==> config.mk <==
export PLATFORM = sky130hd
export DESIGN_NAME = ncf_relax_unit
export DESIGN_NICKNAME = d
export VERILOG_FILES = /design/src/sv/ncf_pkg.sv /design/src/sv/ncf_relax_unit.sv
export SDC_FILE = /design/constraint.sdc
export NUM_CORES = 1
export LEC_CHECK = 0
export BUFFER_PORTS_ARGS = -buffer_cell sky130_fd_sc_hd__buf_2
export CORE_MARGIN = 2
export CORE_UTILIZATION = 50
export DETAILED_ROUTE_END_ITERATION = 10
export GPL_TIMING_DRIVEN = 0
export PLACE_DENSITY = 0.83
export SLEW_MARGIN = 30
export SYNTH_ARGS = -nofsm -noshare
export SYNTH_HDL_FRONTEND = slang
export SYNTH_SLANG_ARGS = --single-unit
export TNS_END_PERCENT = 20
==> constraint.sdc <==
create_clock -name vclk -period 9
set_input_delay 1.35 -clock vclk [all_inputs]
set_output_delay 1.35 -clock vclk [all_outputs]
set_load 0.005 [all_outputs]
==> src/sv/ncf_pkg.sv <==
// Shared types, constants and sequencer states of the negative cycle finder.
package ncf_pkg;

	localparam int unsigned MAX_VERTICES_DEF = 32;
	localparam int unsigned MAX_EDGES_DEF    = 256;
	localparam int unsigned VERTEX_W         = 6;
	localparam int unsigned WEIGHT_W         = 32;
	localparam int unsigned DIST_W           = 64;
	localparam int unsigned CYCLE_DEPTH      = 64;
	localparam int unsigned CYCLE_AW         = 6;
	localparam int unsigned VCOUNT_RESET     = 32;
	localparam logic [DIST_W-1:0] DIST_INIT  = 64'h4000_0000_0000_0000;

	typedef struct packed {
		logic [VERTEX_W-1:0]        edge_from;
		logic [VERTEX_W-1:0]        edge_to;
		logic signed [WEIGHT_W-1:0] edge_weight;
		logic                       last_edge;
	} edge_item_t;

	typedef struct packed {
		logic                found;
		logic [VERTEX_W-1:0] cycle_vertex;
		logic                last_result;
	} result_item_t;

	// One stored edge as kept in the edge memory.
	typedef struct packed {
		logic [VERTEX_W-1:0]        from_v;
		logic [VERTEX_W-1:0]        to_v;
		logic signed [WEIGHT_W-1:0] weight;
	} edge_rec_t;

	typedef struct packed {
		logic              better;
		logic [DIST_W-1:0] cand;
	} relax_res_t;

	typedef enum logic [3:0] {
		ST_IDLE,
		ST_INIT,
		ST_EDGE,
		ST_DIST,
		ST_RELAX,
		ST_DECIDE,
		ST_PRD,
		ST_PDATA,
		ST_CWR,
		ST_CRD,
		ST_ERD,
		ST_EOUT
	} state_t;

endpackage

==> src/sv/ncf_relax_unit.sv <==
// Shared relaxation unit: one 64-bit add of the edge weight and one signed compare.
module ncf_relax_unit (
	input  logic [ncf_pkg::DIST_W-1:0]          dist_from,
	input  logic [ncf_pkg::DIST_W-1:0]          dist_to,
	input  logic signed [ncf_pkg::WEIGHT_W-1:0] weight,
	input  logic [ncf_pkg::VERTEX_W-1:0]        from_v,
	input  logic [ncf_pkg::VERTEX_W-1:0]        to_v,
	input  logic [ncf_pkg::VERTEX_W-1:0]        vcount,
	output ncf_pkg::relax_res_t                 res
);

	logic [ncf_pkg::DIST_W-1:0] wext;
	logic                       in_range;

	always_comb begin
		wext       = {{(ncf_pkg::DIST_W - ncf_pkg::WEIGHT_W){weight[ncf_pkg::WEIGHT_W-1]}},
			weight};
		in_range   = (from_v <= vcount) && (to_v <= vcount);
		res.cand   = dist_from + wext;
		res.better = in_range && ($signed(dist_to) > $signed(res.cand));
	end

endmodule

Yosys cells after proc, flatten, opt, wreduce, memory -nomap -nowiden
Index checks and enable logic that the tools add are counted.

Add/subtract/negate cells: 1. $mul: 0. Divide/modulo/power cells: 0. Order comparisons: 3. Eq/ne operators: 0. Shift operators: 0. Multiplexer cells: 0. Bitwise operators: 0. Reductions and logical operators: 2.

Operators with widths (count): $add 64x64->64 (1); $gt 64x64->1 (1); $le 6x6->1 (2); $logic_and 1x1->1 (2).

Flip-flop bits (word level): 0. Bits in latches: 0. Bits in writable memories: 0. ROM bits: 0. Bits of input ports: 178. Output and inout port bits: 65. Logic and storage cells: 6. Memories: 0.

Logic depth before layout (Yosys ltp)
Depth in word-level cells: 3. Mapped depth: 20. Gate-level depth less buffers: 20.

Worst setup path after synthesis
No wires, ideal clock.

Kind: input-to-output. From: input dist_from[15] (netlist name). To: output res[64] (netlist name). Arrival: 5240 ps. Setup slack: 2410 ps. Stages on the path: 17. Path buffers: 0. Path through: ha_1 -> nand4_2 -> or4_4 -> a31oi_4 -> o311ai_1 -> a311oi_2 -> o211ai_2 -> and2_1 -> xor2_1 -> ha_1 -> nand4_1 -> or4_1 -> nand3b_1 -> nand3b_1 -> a21oi_1 -> o31a_1 -> o211a_1.

RTL lines: from (decl) (RTL line ncf_relax_unit.sv:3) `input logic [ncf_pkg::DIST_W-1:0] dist_from,`; to (decl) (RTL line ncf_relax_unit.sv:9) `output ncf_pkg::relax_res_t res`.

==> reports/metrics.yaml <==
placed_design:
  place_hpwl_mm: 16.8
  gp_congestion: 0.942
  portBuffers: 243
worst_setup_path:
  path_class: "in2out"
  cp_data_required_time_ps: 7650
  crit_path_cell_trace: "buf_2, ha_1, clkbuf_1, nand4_1, nor2_1, nand3_1, a211oi_1, nor2_1, o41ai_1, o21a_1, xnor2_1, ha_1, nand4_1, or4_1, nand3b_1, nand3b_1, a21oi_1, o31a_1, o211a_1, buf_2"
  cp_data_arrival_time_ps: 6700
  crit_path_max_fanout: 33
  cp-start-kind: "input pin"
  worst_path_max_delay_cell: "o41ai_1"
  crit_path_max_incr_delay_ps: 710
  end_kind: "primary output"
timing:
  maxSlewViolCount: 0
  rsz0062_at_grt: "no"
  finalSetupViolCount: 0
  min_period_ps: 8050
  hold_viol_final: 0
  tns_ps: 0
  slew_headroom_pct: 52.9
  fmax_mhz: 124
  finalCritPeriodShare_pct: 89.4
  tightest_slew_ps: 697
global_route:
  grt_pass1_wl_mm: 30.5
  grt_use_total_pct: 28.2
  grt-ovfl-total: 0
  grt_max_degree: 34
  grt_pass1_vias: 6763
  antenna_found_initial: 0
power_and_ir_drop:
  swShare_pct: 55.4
  switchingPower_uw: 355
  combPwrFrac_pct: 100.0
  irDropWorstVdd_mv: 0.0570
  power.static_leakage_nw: 4.03
  finalPower_uw: 642
  p_seq_share_pct: 0
  powerDensity_nw_per_um2: 87.8
  p_int_uw: 287
  clockPowerShare_pct: 0
floorplan:
  chipWidth_um: 113
  num_io_pins: 243
  initial_core_util_pct: 51.6
  die_area_um2: 12700
  rows: 39
  die_y_um: 113
  core-area_um2: 11500
flow_run:
  maxCapViolations: 0
drt:
  met1_length_mm: 8.02
  drt_pre_antenna_iters: 5
  drc: 0
  drtIter0Drc: 343
  met2_length_mm: 9.05
  routed_via_density: 5.82
  vias: 7093
  wl_per_cell_um: 15.5
  met3_length_mm: 1.33
  totalWireLength_mm: 18.9
  ant_nets: 0
  top_layer: "met4"
cts:
  cts_hold_buf: 0
  cts_setup_buffers: 0
  post_cts_resized: 0
cells_and_area:
  syn2layout_area_growth_pct: 23.6
  fillCellCount: 1090
  clkbuf_count: 0
  seqCellArea_um2: 0
  nNetsFinal: 1395
  layout_common_cells: "244 x buf_2, 139 x ha_1, 97 x a21oi_1"
  antenna_cells: 0
  final_common_cell: "buf_2"
  multi_input_area_um2: 5560
  seq_cells: 0
  fin_util_pct: 63.8
  layout-drive-gt1-share_pct: 24.6
synthesis:
  syn-cell-area_um2: 5920
  synth.net_count: 1150
  avgSynthCellArea_um2: 7.11
  yosys_warnings: 0
  synthCells: 832
  ys_types: 65
  ys_seq_area_share_pct: 0
worst_hold_path:
  hold_path_end: "res[0]"
  min_from: "weight[0]"
  holdPathStages: 3
  hold_class: "in2out"
run_status:
  status: "complete, no violations"
critical path: cells and delay by family:
kind	cells	cell delay [ps]
AO/OA/AOI/OAI	6	1770
AND/OR/NAND/NOR	8	1980
XOR/XNOR	1	100
buffers and inverters	3	980
adder cells (fa/ha/maj)	2	500
through the flow:
step	setup slack (ps)	instances	hold slack [ps]	area, µm²
5_1_grt	649	1218	3030	7310
2_1_floorplan	2410	832	2830	5920
6_report	954	1218	3010	7310
3_5_place_dp	1080	1218	3020	7310
3_3_place_gp	1130	1218	3020	7310
4_1_cts	1050	1218	3020	7310
kinds of logic after synthesis:
family	Yosys count	synth area share, %
compound gates	297	33.5
xor+xnor	84	12.4
fa+ha+maj	140	29.7
buf+inv	94	5.98
simple gates	217	18.4
layout make-up:
cell class	instances	share of cell area, %
buffer	27	1.40
inverter	67	3.44
multi-input combinational	738	76.1
tap	143	2.45
timing repair buffer	243	16.6
synthesized netlist by cell type, drive strengths merged, types with 4 or more instances:
cell / instances / area, µm²
a211oi: 6 / 45.0
a21boi: 4 / 30.0
a21o: 64 / 480
a21oi: 97 / 485
a221o: 4 / 40.0
a31o: 4 / 35.0
a31oi: 9 / 71.3
and2: 7 / 43.8
and3: 11 / 68.8
clkbuf: 26 / 97.6
ha: 139 / 1740
inv: 67 / 251
nand2: 57 / 214
nand2b: 6 / 37.5
nand3: 22 / 110
nand4: 32 / 206
nor2: 45 / 169
nor2b: 5 / 31.3
nor3: 10 / 50.1
o211ai: 7 / 57.6
o21a: 11 / 82.6
o21ai: 44 / 224
o21bai: 10 / 75.1
o22ai: 4 / 25.0
o311ai: 4 / 42.6
o31ai: 5 / 56.3
or2: 6 / 37.5
xnor2: 39 / 342
xor2: 45 / 394
how the worst max path moves through the flow:
| stage | start | to | cells after the start |
|---|---|---|---|
| global placement | weight[31] | res[64] | 20 |
| detailed placement | weight[31] | res[64] | 20 |
| finish | weight[31] | res[64] | 20 |
| floorplan | dist_from[15] | res[64] | 17 |
| CTS | weight[31] | res[64] | 20 |
| global route | weight[31] | res[64] | 20 |
per-layer routing:
metal  vias up  global-route usage, %
met2       282                   51.7
met1      3178                   35.3
met5         -                      0
met4         0                   7.24
li1       3590                      -
met3        43                   2.68
power groups by stage:
| stage | Combinational (mW) | Clock (mW) | Sequential, mW |
|---|---|---|---|
| finish | 0.642 | 0 | 0 |
| global route | 0.721 | 0 | 0 |
| CTS | 0.640 | 0 | 0 |
| detailed placement | 0.636 | 0 | 0 |
| global placement | 0.620 | 0 | 0 |
| floorplan | 0.424 | 0 | 0 |
Note: power is estimated with default switching activity, not from simulation.
