[src/sv/ncf_pkg.sv]
// Shared types, constants and sequencer states of the negative cycle finder.
package ncf_pkg;

	localparam int unsigned MAX_VERTICES_DEF = 32;
	localparam int unsigned MAX_EDGES_DEF    = 256;
	localparam int unsigned VERTEX_W         = 6;
	localparam int unsigned WEIGHT_W         = 32;
	localparam int unsigned DIST_W           = 64;
	localparam int unsigned CYCLE_DEPTH      = 64;
	localparam int unsigned CYCLE_AW         = 6;
	localparam int unsigned VCOUNT_RESET     = 32;
	localparam logic [DIST_W-1:0] DIST_INIT  = 64'h4000_0000_0000_0000;

	typedef struct packed {
		logic [VERTEX_W-1:0]        edge_from;
		logic [VERTEX_W-1:0]        edge_to;
		logic signed [WEIGHT_W-1:0] edge_weight;
		logic                       last_edge;
	} edge_item_t;

	typedef struct packed {
		logic                found;
		logic [VERTEX_W-1:0] cycle_vertex;
		logic                last_result;
	} result_item_t;

	// One stored edge as kept in the edge memory.
	typedef struct packed {
		logic [VERTEX_W-1:0]        from_v;
		logic [VERTEX_W-1:0]        to_v;
		logic signed [WEIGHT_W-1:0] weight;
	} edge_rec_t;

	typedef struct packed {
		logic              better;
		logic [DIST_W-1:0] cand;
	} relax_res_t;

	typedef enum logic [3:0] {
		ST_IDLE,
		ST_INIT,
		ST_EDGE,
		ST_DIST,
		ST_RELAX,
		ST_DECIDE,
		ST_PRD,
		ST_PDATA,
		ST_CWR,
		ST_CRD,
		ST_ERD,
		ST_EOUT
	} state_t;

endpackage

[src/sv/ncf_ram.sv]
// Single write port, single read port memory with a registered read.
module ncf_ram #(
	parameter int unsigned WIDTH = ncf_pkg::VERTEX_W,
	parameter int unsigned DEPTH = ncf_pkg::CYCLE_DEPTH
) (
	input  logic                                    clk,
	input  logic                                    we,
	input  logic [((DEPTH > 1) ? $clog2(DEPTH) : 1)-1:0] waddr,
	input  logic [WIDTH-1:0]                        wdata,
	input  logic                                    re,
	input  logic [((DEPTH > 1) ? $clog2(DEPTH) : 1)-1:0] raddr,
	output logic [WIDTH-1:0]                        rdata
);

	logic [WIDTH-1:0] mem_q [DEPTH];

	always_ff @(posedge clk) begin
		if (we) begin
			mem_q[waddr] <= wdata;
		end
	end

	always_ff @(posedge clk) begin
		if (re) begin
			rdata <= mem_q[raddr];
		end
	end

endmodule

[config.mk]
export PLATFORM = sky130hd
export DESIGN_NAME = ncf_ram
export DESIGN_NICKNAME = d
export VERILOG_FILES = /design/src/sv/ncf_pkg.sv /design/src/sv/ncf_ram.sv
export SDC_FILE = /design/constraint.sdc
export NUM_CORES = 1
export LEC_CHECK = 0
export ABC_AREA = 1
export BUFFER_PORTS_ARGS = -buffer_cell sky130_fd_sc_hd__clkbuf_2
export CORE_ASPECT_RATIO = 2
export CORE_MARGIN = 2
export CORE_UTILIZATION = 65
export DETAILED_ROUTE_END_ITERATION = 8
export PLACE_DENSITY = 0.82
export RECOVER_POWER = 25
export SLEW_MARGIN = 40
export SYNTH_ARGS = -nofsm -noshare
export SYNTH_HDL_FRONTEND = slang
export SYNTH_SLANG_ARGS = --single-unit
[constraint.sdc]
create_clock -name clk -period 4.45 [get_ports clk]
set_input_delay 0.2225 -clock clk [delete_from_list [all_inputs] [get_ports clk]]
set_output_delay 0.2225 -clock clk [all_outputs]
set_load 0.02 [all_outputs]
* Yosys cells after proc, flatten, opt, wreduce, memory -nomap -nowiden
Memories as Yosys holds them, arrays and structs flattened. A register that Yosys moved wholly into a read port is not among the register bits.
Cells that the tools add are included.
** Word-level totals
- Register bits :: 0
- Bits of input ports :: 21
- RAM bits :: 384
- Word-level logic and storage cells :: 3
- Memories kept :: 1
- Output and inout bits :: 6
** Memory list
- mem_q :: depth 64, width 6, read ports 1, clocked after Yosys merged registers in 1, wr ports 1, line ncf_ram.sv:15 : logic [WIDTH-1:0] mem_q [DEPTH];
** Cells by class
- Muxes and demuxes :: 2
** Operators with widths (count)
- $mux W1 :: 2

* Depth between registers and ports, before layout
- Depth in word-level cells :: 2
- Gate-level depth with buffers :: 11
- Mapped depth without buffers :: 9

* Least setup slack after synthesis
Ideal clock, no wire load.
- Path kind :: input port to flip-flop
- From :: in we
- To :: mem mem_q[48][0] (netlist name), enable pin
- Buffers on the path :: 1
- Stages :: 3
- Slack :: 2658 ps
- Required time :: 4064 ps
- Data arrival time :: 1406 ps
- Library setup time :: 386 ps
- Path through :: clkbuf_1 nand4_1 nor4_1
** On the way
- Cells in the longest elaborated chain, start to end :: 2
** RTL lines
- start: declaration :: line ncf_ram.sv:7 : input logic we,
- $mux W1 :: line ncf_ram.sv:18 : if (we) begin
- $mux W1 (not written as such) :: line ncf_ram.sv:19 : mem_q[waddr] <= wdata;
- end: declaration :: line ncf_ram.sv:15
Every way passes these cells.

* Worst setup path in the final report
- From :: in wdata[2]
- To :: mem mem_q[57][2] (netlist name) (data pin)
** RTL lines
- start: declaration :: line ncf_ram.sv:9 : input logic [WIDTH-1:0] wdata,
Straight into the memory's write port.

==> flow_metrics.env <==
export IMPL_status="finished, violations left"
export IMPL_failed_checks="capacitance limit, slew limit"
export IMPL_critical_path_max_fanout=64
export IMPL_post_route_min_period_ns=2.82
export IMPL_finClkSkew_ns=0.0146
export IMPL_post_layout_nonfiller_instances=1680
export IMPL_worst_r2r_setup_slack_ns=2.88
export IMPL_first_pass_grt_wire_length_um=59200
export IMPL_gp_routability_congestion=0.950
export IMPL_grt_use_total=0.311
export IMPL_tritoncts="done"
export IMPL_cap_viol_max_count=3
export IMPL_finalMaxSlewViolations=195
export IMPL_placed_area_um2=16300
export IMPL_final_min_period_over_clock_period=0.634
export IMPL_critical_path_endpoint_type="register"
export IMPL_measured_slew_at_the_worst_slew_check_pin_ns=3.37
export IMPL_cts_root_buf="sky130_fd_sc_hd__clkbuf_16"
export IMPL_min_path_cells=3
export IMPL_initial_utilization=0.657
export IMPL_worst_path_buf_inv=2
export IMPL_drt_vias_per_instance=6.41
export IMPL_grt_pass1_vias=10800
export IMPL_instance_count_after_placement_with_tap_cells_included=1626
export IMPL_port_buffers=26
export IMPL_ctsLongestPathBuffers=3
export IMPL_areaGrowthSynthToFinish_pct=7.84
export IMPL_power_density_nw_per_um2=422
export IMPL_final_hold_violation_count=0
export IMPL_yosys_top_cells_area="sky130_fd_sc_hd__edfxtp_1 (73%), sky130_fd_sc_hd__nand2_1 (11%), sky130_fd_sc_hd__nand3_1 (10%), sky130_fd_sc_hd__buf_2 (1.3%), sky130_fd_sc_hd__nor2_1 (1.3%)"
export IMPL_min_path_type="in -> reg"
export IMPL_firstDrtPassIters=6
export IMPL_worst_ir_drop_vdd_v=0.000360
export IMPL_synth_sequential_area_ratio=0.732
export IMPL_crit_start="wdata[2]"
export IMPL_drc=0
export IMPL_antenna_left=0
export IMPL_cts_hold_repair_buffers=0
export IMPL_proportion_of_layout_cells_with_a_drive_suffix_above_1=0.0640
export IMPL_fp_dieArea_um2=25900
export IMPL_drt_wirelength_per_cell_um=23.7
export IMPL_final_core_util=0.709
export IMPL_crit_cells=2
export IMPL_syn_area_per_cell_um2=11.6
export IMPL_crit_path_cell_chain="clkbuf_2 > clkbuf_1"
export IMPL_setup_violations=0
export IMPL_synth_yosys_warnings=0
export IMPL_cts_made_buffers=29
export IMPL_stdcell_area_um2=17200
export IMPL_most_area_hungry_cell_type_in_the_yosys_netlist="sky130_fd_sc_hd__edfxtp_1"
export IMPL_max_stage_delay_ns=2.36
export IMPL_grt_setup_unrepaired="no"
export IMPL_origin_of_the_worst_min_delay_path="raddr[5]"
export IMPL_die_y_um=226
export IMPL_relSlewSlack=-1.24
export IMPL_drtIter0Drc=1304
export IMPL_fin_nets=1389
export IMPL_antenna_found_initial=0
export IMPL_worst_slack_ns=1.63
export IMPL_clkTransAtPathRegs_ns=0.08
export IMPL_reg2regPathDepth=8
export IMPL_regToRegStartpoint="mem_q[55][5]"
export IMPL_start_kind="input port"
export IMPL_placeableCoreArea_um2=24300
export IMPL_grt_remaining_overflow=0
export IMPL_crit_arrival_ns=2.70
export IMPL_die_width_um=115
export IMPL_timing_critical_path_required_ns=4.33
export IMPL_h_tree_depth=1
export IMPL_detailedPlace_worstSlack_ns=1.80
export IMPL_cts_repair_resize_count=0
export IMPL_cp_endpoint="mem_q[57][2]"
export IMPL_grt_start_max_net_pins=193
export IMPL_worst_path_dominant_cell_family="buffers and inverters"
export IMPL_syn_num_nets=1397
export IMPL_vias=10800
export IMPL_postSynthRegisterBits=390
export IMPL_totalWireLength_um=39800
export IMPL_maximum_achievable_frequency_mhz=354
export IMPL_hpwlAfterDp_um=23800
export IMPL_r2r_end="rdata[5]"
export IMPL_fp_rows=81
export IMPL_cell_count_after_synthesis=1376
export IMPL_antenna_cells=0
export IMPL_fin_setup_tns_ns=0
export IMPL_ios=27
export IMPL_crit_path_top_delay_cell="sky130_fd_sc_hd__clkbuf_1"
export IMPL_insertion_delay_ns=0.57
export IMPL_synth_cell_types=13
export IMPL_cts_setup_buffers=0
export IMPL_timing_worst_setup_path_type="in -> reg"
export IMPL_synth_area_um2=16000
export IMPL_fraction_of_synthesized_cell_area_taken_by_the_top_area_cell_type=0.732
export IMPL_clock_sinks=390
export IMPL_power_leakage_nw=6.16
-- kinds of logic after synthesis --
| family | count (synthesis) | synth area share |
|---|---|---|
| buf+inv | 96 | 0.0301 |
| flops | 390 | 0.732 |
| simple gates | 890 | 0.237 |
-- per-layer routing --
layer,GRT usage,routed length (um),vias to the layer above
li1,-,-,4807
met1,0.342,12500,5099
met2,0.541,20700,662
met3,0.0515,3460,193
met4,0.216,3140,0
met5,0,0,-
-- synthesized netlist by cell type --
library cell	number
sky130_fd_sc_hd__nand2_1	486
sky130_fd_sc_hd__nor4_1	8
sky130_fd_sc_hd__nor2_1	56
sky130_fd_sc_hd__inv_1	10
sky130_fd_sc_hd__inv_2	2
sky130_fd_sc_hd__buf_6	1
sky130_fd_sc_hd__buf_1	9
sky130_fd_sc_hd__nand3_1	331
sky130_fd_sc_hd__buf_4	16
sky130_fd_sc_hd__edfxtp_1	390
sky130_fd_sc_hd__nand4_1	9
sky130_fd_sc_hd__clkbuf_1	15
sky130_fd_sc_hd__buf_2	43
-- cell type report --
type | instances | area, um^2
tap | 290 | 363
clock inverter | 20 | 229
multi-input combinational | 890 | 3850
fill | 1592 | 7080
sequential | 390 | 11700
inverter | 12 | 50.0
clock buffer | 33 | 741
timing repair buffer | 45 | 304
-- placed cells by master (no fill, tap or decap), types with 3 or more instances in the layout --
cell type and instances:
sky130_fd_sc_hd__clkbuf_1 11, sky130_fd_sc_hd__edfxtp_1 390, sky130_fd_sc_hd__clkinv_1 5, sky130_fd_sc_hd__nor4_2 3, sky130_fd_sc_hd__nand4_1 9, sky130_fd_sc_hd__buf_4 14
sky130_fd_sc_hd__nand3_1 331, sky130_fd_sc_hd__clkbuf_16 29, sky130_fd_sc_hd__bufinv_16 5, sky130_fd_sc_hd__nor4_1 3, sky130_fd_sc_hd__nand2_1 486, sky130_fd_sc_hd__clkinv_2 7
sky130_fd_sc_hd__nor2_1 56, sky130_fd_sc_hd__inv_1 10, sky130_fd_sc_hd__clkbuf_2 19
-- registers in the layout (all words and copies together) (netlist names) --
name,flops
rdata,6
mem_q,384
-- stage by stage --
stage          hold slack [ns]  total power, mW
6_report                0.0992             7.27
5_1_grt                  0.109             7.41
4_1_cts                 0.0357             7.24
3_5_place_dp             0.625             4.62
3_3_place_gp             0.626             4.61
2_1_floorplan            0.321             4.44
-- power breakdown --
| part | switching, mW | leakage (nW) | internal (mW) |
|---|---|---|---|
| logic | 0.368 | 2.17 | 0.110 |
| clock network | 1.22 | 0.477 | 1.49 |
| registers | 0.00996 | 3.51 | 4.07 |
-- worst min path at each step --
stage,to,slack (ns)
floorplan,mem_q[0][0],0.32
CTS,rdata[0],0.04
detailed placement,rdata[0],0.63
global placement,rdata[0],0.63
finish,rdata[3],0.1
global route,rdata[3],0.11
Power figures use the tool's default switching activity.
